==> src/hw/rtl/sbmq_pkg.sv <==
`timescale 1ns / 1ps
// ----------------------------------------------------------------------------
// sbmq_pkg
// shared types, sizes and codes of the shared buffer multi queue unit
// ----------------------------------------------------------------------------
package sbmq_pkg;

	// buffer and queue sizes (both powers of two)
	localparam int ENTRIES   = 256;
	localparam int QUEUES    = 128;
	localparam int WORD_BITS = 32;

	localparam int ENT_W  = $clog2(ENTRIES);
	localparam int Q_W    = $clog2(QUEUES);
	localparam int CNT_W  = $clog2(ENTRIES + 1);

	// fixed port field widths
	localparam int MODE_W = 3;
	localparam int QID_W  = 7;
	localparam int ST_W   = 2;

	typedef logic [ENT_W-1:0]     ent_t;
	typedef logic [Q_W-1:0]       qix_t;
	typedef logic [CNT_W-1:0]     cnt_t;
	typedef logic [WORD_BITS-1:0] word_t;

	typedef enum logic [MODE_W-1:0] {
		MODE_APPEND = 3'd0,
		MODE_REMOVE = 3'd1,
		MODE_QUERY  = 3'd2,
		MODE_MOVE   = 3'd3,
		MODE_COPY   = 3'd4
	} mode_t;

	typedef enum logic [ST_W-1:0] {
		ST_OK        = 2'd0,
		ST_TGT_EMPTY = 2'd1,
		ST_FULL      = 2'd2,
		ST_SRC_EMPTY = 2'd3
	} status_t;

	typedef enum logic [2:0] {
		S_IDLE,
		S_LINK,
		S_POP,
		S_PUSH,
		S_HEAD
	} state_t;

	// controller to datapath
	typedef struct packed {
		logic rd_in;    // capture item, read queue tables
		logic rd_link;  // read links and source word
		logic wr_pop;   // unlink head
		logic wr_push;  // link entry at tail, update free list
		logic ld_out;   // load result register
	} cmd_t;

	// datapath to controller
	typedef struct packed {
		logic need_pop;
	} stat_t;

endpackage

==> src/hw/rtl/sbmq_ctrl.sv <==
`timescale 1ns / 1ps
// ----------------------------------------------------------------------------
// sbmq_ctrl
// operation sequencer and result handshake
// ----------------------------------------------------------------------------
module sbmq_ctrl (
	input  logic             clk,
	input  logic             arst_n,
	input  logic             in_valid,
	output logic             in_stall,
	output logic             out_valid,
	input  logic             out_stall,
	input  sbmq_pkg::stat_t  stat,
	output sbmq_pkg::cmd_t   cmd
);

	sbmq_pkg::state_t state_q, state_d;
	logic             out_valid_q;

	always_ff @(posedge clk or negedge arst_n) begin
		if (!arst_n)
			state_q <= sbmq_pkg::S_IDLE;
		else
			state_q <= state_d;
	end

	always_comb begin
		state_d = state_q;
		cmd     = '0;
		unique case (state_q)
			sbmq_pkg::S_IDLE: begin
				if (in_valid) begin
					cmd.rd_in = 1'b1;
					state_d   = sbmq_pkg::S_LINK;
				end
			end
			sbmq_pkg::S_LINK: begin
				cmd.rd_link = 1'b1;
				state_d     = stat.need_pop ? sbmq_pkg::S_POP : sbmq_pkg::S_PUSH;
			end
			sbmq_pkg::S_POP: begin
				cmd.wr_pop = 1'b1;
				state_d    = sbmq_pkg::S_PUSH;
			end
			sbmq_pkg::S_PUSH: begin
				cmd.wr_push = 1'b1;
				state_d     = sbmq_pkg::S_HEAD;
			end
			sbmq_pkg::S_HEAD: begin
				// wait for the result register to free up
				if (!out_valid_q || !out_stall) begin
					cmd.ld_out = 1'b1;
					state_d    = sbmq_pkg::S_IDLE;
				end
			end
			default: state_d = sbmq_pkg::S_IDLE;
		endcase
	end

	always_ff @(posedge clk or negedge arst_n) begin
		if (!arst_n)
			out_valid_q <= 1'b0;
		else if (cmd.ld_out)
			out_valid_q <= 1'b1;
		else if (!out_stall)
			out_valid_q <= 1'b0;
	end

	assign in_stall  = (state_q != sbmq_pkg::S_IDLE);
	assign out_valid = out_valid_q;

	a_accept_reads_links: assert property (@(posedge clk) disable iff (!arst_n)
		(in_valid && !in_stall) |=> cmd.rd_link)
		else $error("accepted item not sequenced");

	a_pop_then_push: assert property (@(posedge clk) disable iff (!arst_n)
		cmd.wr_pop |=> cmd.wr_push)
		else $error("pop step not followed by push step");

	a_load_shows_result: assert property (@(posedge clk) disable iff (!arst_n)
		cmd.ld_out |=> (out_valid && !in_stall))
		else $error("result load did not raise valid");

endmodule

==> config.mk <==
export PLATFORM = sky130hd
export DESIGN_NAME = sbmq_ctrl
export DESIGN_NICKNAME = d
export VERILOG_FILES = /design/src/hw/rtl/sbmq_pkg.sv /design/src/hw/rtl/sbmq_ctrl.sv
export SDC_FILE = /design/constraint.sdc
export NUM_CORES = 1
export LEC_CHECK = 0
export ABC_AREA = 1
export BUFFER_PORTS_ARGS = -buffer_cell sky130_fd_sc_hd__buf_2
export CAP_MARGIN = 25
export CORE_AREA = 2 2 39 41
export CTS_CLUSTER_DIAMETER = 80
export DETAILED_ROUTE_END_ITERATION = 10
export DIE_AREA = 0 0 41 43
export PLACE_DENSITY = 0.44
export SYNTH_ARGS = -nofsm -noshare
export SYNTH_HDL_FRONTEND = slang
export SYNTH_SLANG_ARGS = --single-unit
==> constraint.sdc <==
create_clock -name clk -period 1.5 [get_ports clk]
set_clock_uncertainty 0.1 [all_clocks]
set_input_delay 0.375 -clock clk [delete_from_list [all_inputs] [get_ports clk]]
set_output_delay 0.375 -clock clk [all_outputs]
set_load 0.05 [all_outputs]
==> summary.md <==
| Metric | Value |
|---|---|
| DRT Pass-1 Iters | 2 |
| CP endpoint kind | output port |
| First-pass GRT wire length | 910 microns |
| Layout cells sized above 1 | 66.7% |
| Largest family of logic cells by synthesized area | simple AND/OR/NAND/NOR gates |
| Hold endpoint | out_valid$_DFFE_PN0P_ |
| CP max FO | 3 |
| CP bufs+invs | 1 |
| XOR/XNOR share of the synthesized area | 0% |
| Cell with the most instances after synthesis | nand2_1 |
| Cell total after placement | 60 |
| RSZ-0062 raised after global routing | true |
| TritonCTS clock tree | done |
| Post-DR wirelength/cell | 8.34 microns |
| Total track usage | 7.55% |
| RR Endpoint | state_q[0]$_DFFE_PN0P_ |
| Area delta synth->final | 125% |
| Cell taking the most area after synthesis | dfrtp_1 |
| R2R depth | 5 |
| Number of synthesized flops with an enable pin | 0 |
| Worst-Margin Slew | 247 ps |
| Top post-synthesis cells by area | dfrtp_1, nand2_1, inv_1 |
| CP Cell Sequence | nor2_4, nand2_2, nor2_4, buf_6 |
| Area used by multi-input combinational logic | 144 sq um |
| Vias | about 260 |
| Seq cells post-synth | 4 |
| Chip Height | 43 microns |
| Die ar. | between 1500 and 2000 sq um |
| Input/output buffers | 11 |
| Num Clock Sinks | 4 |
| Ys flop type | dfrtp_1 |
| Maximum operating frequency | 619 MHz |
| Worst Setup Start Kind | flip-flop |
| Pre-CTS WS | -15.3 ps |
| Commonest cells in the netlist | nand2_1, inv_1, dfrtp_1, nand3_1, nor2_1 |
| Status | complete, but fails checks |
| H-tree depth | 1 |
| Mux share of post-synthesis cell area | 0% |
| CP required | 1020 ps |
| Final Hold Vio Count | 0 |
| Hold/Removal Path Class | in -> reg |
| Layout Cells excl Fill | 67 |
| Clock Pin Slew Worst Setup and Hold Paths | 40 ps |
| Worst slew margin | between 80% and 90% |
| R2r startpoint | state_q[0]$_DFFE_PN0P_ |
| Cell area after synthesis | around 220 sq um |
| Clk_lat worst skew | 240 ps |
| Nets@finish | 57 |
| # IOs | 12 |
| Yosys cell types | 8 |
| Worst setup margin | -116 ps |
| Number of DRC markers in iteration 0 | 3 |
| Vias per cell | 3.84 |
| Failing checks | negative setup slack |
| Antenna violations before repair | 0 |
| Core footprint | between 1000 and 1500 sq um |
| Setup slack, reg-to-reg | about 400 ps |
| Crit path max-delay family | flip-flops |
| Pins Over Slew Limit | 0 |
| Drt drc | 0 |
| Initial Utilization | 15.6% |
| Cell mode on critical path | nor2_4 |
| Fraction of registers with async set or reset after synthesis | 100% |
| Synth Area in Compound Gates | 4.65% |
| Longest Clk Path Bufs | 2 |
| Reg area | 101 sq um |
| Vias in the first global route | ~270 |
| Gr ovfl total | 0 |
| Total CTS buffers | 3 |
| Max Cap Viol | 0 |
| Minimum clock period | 1620 ps |
| Critical path data arrival time | 1140 ps |
| Synth Area in Adders | 0% |
| CTS root buf | clkbuf_4 |
| DRT antenna net count | 0 |
| Worst path max stage delay | 410 ps |
| WL final | between 500 and 600 microns |
| Filler cells | 152 |
| Die Wd | 41 microns |
| Ant diodes | 0 |
| Worst hold margin | between 200 and 300 ps |
| RePlAce Congestion | 0.689 |
| Largest net degree at the start of global routing | 7 |
| CP max stage cell | dfrtp_1 |
| Warnings from Yosys | 0 |
| Sequential element share of the synthesized area | about 47% |
| Syn nets | 36 |
| Synth Instances | 31 |
| DPL Wire Length | 398 microns |
| Final worst-path cycle share | 108% |
| Worst hold path startpoint | out_stall |
| WS Path Type | reg -> out |
| TNS Setup | -511 ps |
| Simple-Gate Fraction of Synth Area | 33.1% |
| Post-synth top area share | a little under half |
| Setup violations, final | 6 |
| Avg Cell Area, Syn | 6.94 sq um |
| Num rows | 14 |
| Cells on Worst Hold Path | 3 |
==> routing by layer <==
| layer | global-route usage (%) | part of all wire (%) | vias up |
|---|---|---|---|
| met2 | 10.9 | 54 | 8 |
| met5 | 0 | 0 | - |
| li1 | - | - | 131 |
| met3 | 4.71 | 8.1 | 0 |
| met4 | 2.00 | 0 | 0 |
| met1 | 9.09 | 38 | 118 |
==> metrics by stage <==
stage | utilization, % | area (sq um)
final | 35.0 | 484
after global routing | 35.0 | 484
after detailed placement | 24.1 | 334
after global placement | 24.1 | 334
after floorplan | - | 244
after CTS | 32.6 | 452
==> sequential cells by signal (all words and copies together), names as in the netlist <==
register	cells
out_valid	1
state_q	3
==> tightest hold or removal path, stage by stage <==
cell and delay [ps]:
buf_2 70, nand2_1 60, nand2_1 60
==> placed cells by master, fill, tap and decap left out, drive strengths merged <==
cell type    count
dfrtp            4
inv              7
dlygate4sd3      1
o21ai            2
nand3            4
clkbuf           4
buf             16
nor2             5
nand2            8
==> kinds of logic after synthesis <==
| logic type | count (synthesis) |
|---|---|
| AND/OR/NAND/NOR | 17 |
| AO/OA/AOI/OAI | 2 |
| flip-flops | 4 |
| buffers and inverters | 8 |
==> timing repair <==
| action | CTS | global route |
|---|---|---|
| buffers inserted | 2 | 0 |
| hold endpoints to repair | 4 | 0 |
| hold buffers | 1 | 0 |
| resized for setup | 25 | 8 |
| cloned | 0 | 0 |
| endpoints found under the setup margin | 6 | 6 |
| pin swaps | 3 | 3 |
==> worst max path at each step <==
stage / start / to / slack [ps] / cells after the start
after floorplan: state_q[0]$_DFFE_PN0P_ / cmd[4] / 3 / 3
after global placement: state_q[0]$_DFFE_PN0P_ / cmd[0] / 7 / 4
after detailed placement: state_q[0]$_DFFE_PN0P_ / cmd[0] / -20 / 4
after CTS: state_q[1]$_DFFE_PN0P_ / cmd[0] / -130 / 4
after global routing: state_q[0]$_DFFE_PN0P_ / cmd[0] / -170 / 4
final: state_q[0]$_DFFE_PN0P_ / cmd[0] / -120 / 4
==> area by class of cell <==
cell class	count	area share, %
Timing Repair Buffer	17	32.8
Tap cell	16	4.13
Inverter	7	6.98
Sequential cell	4	20.9
Multi-Input combinational cell	19	29.7
Clock buffer	4	5.43
Power is not shown: default switching activity piles up to over one toggle a cycle in this logic, so the estimate is an artifact.
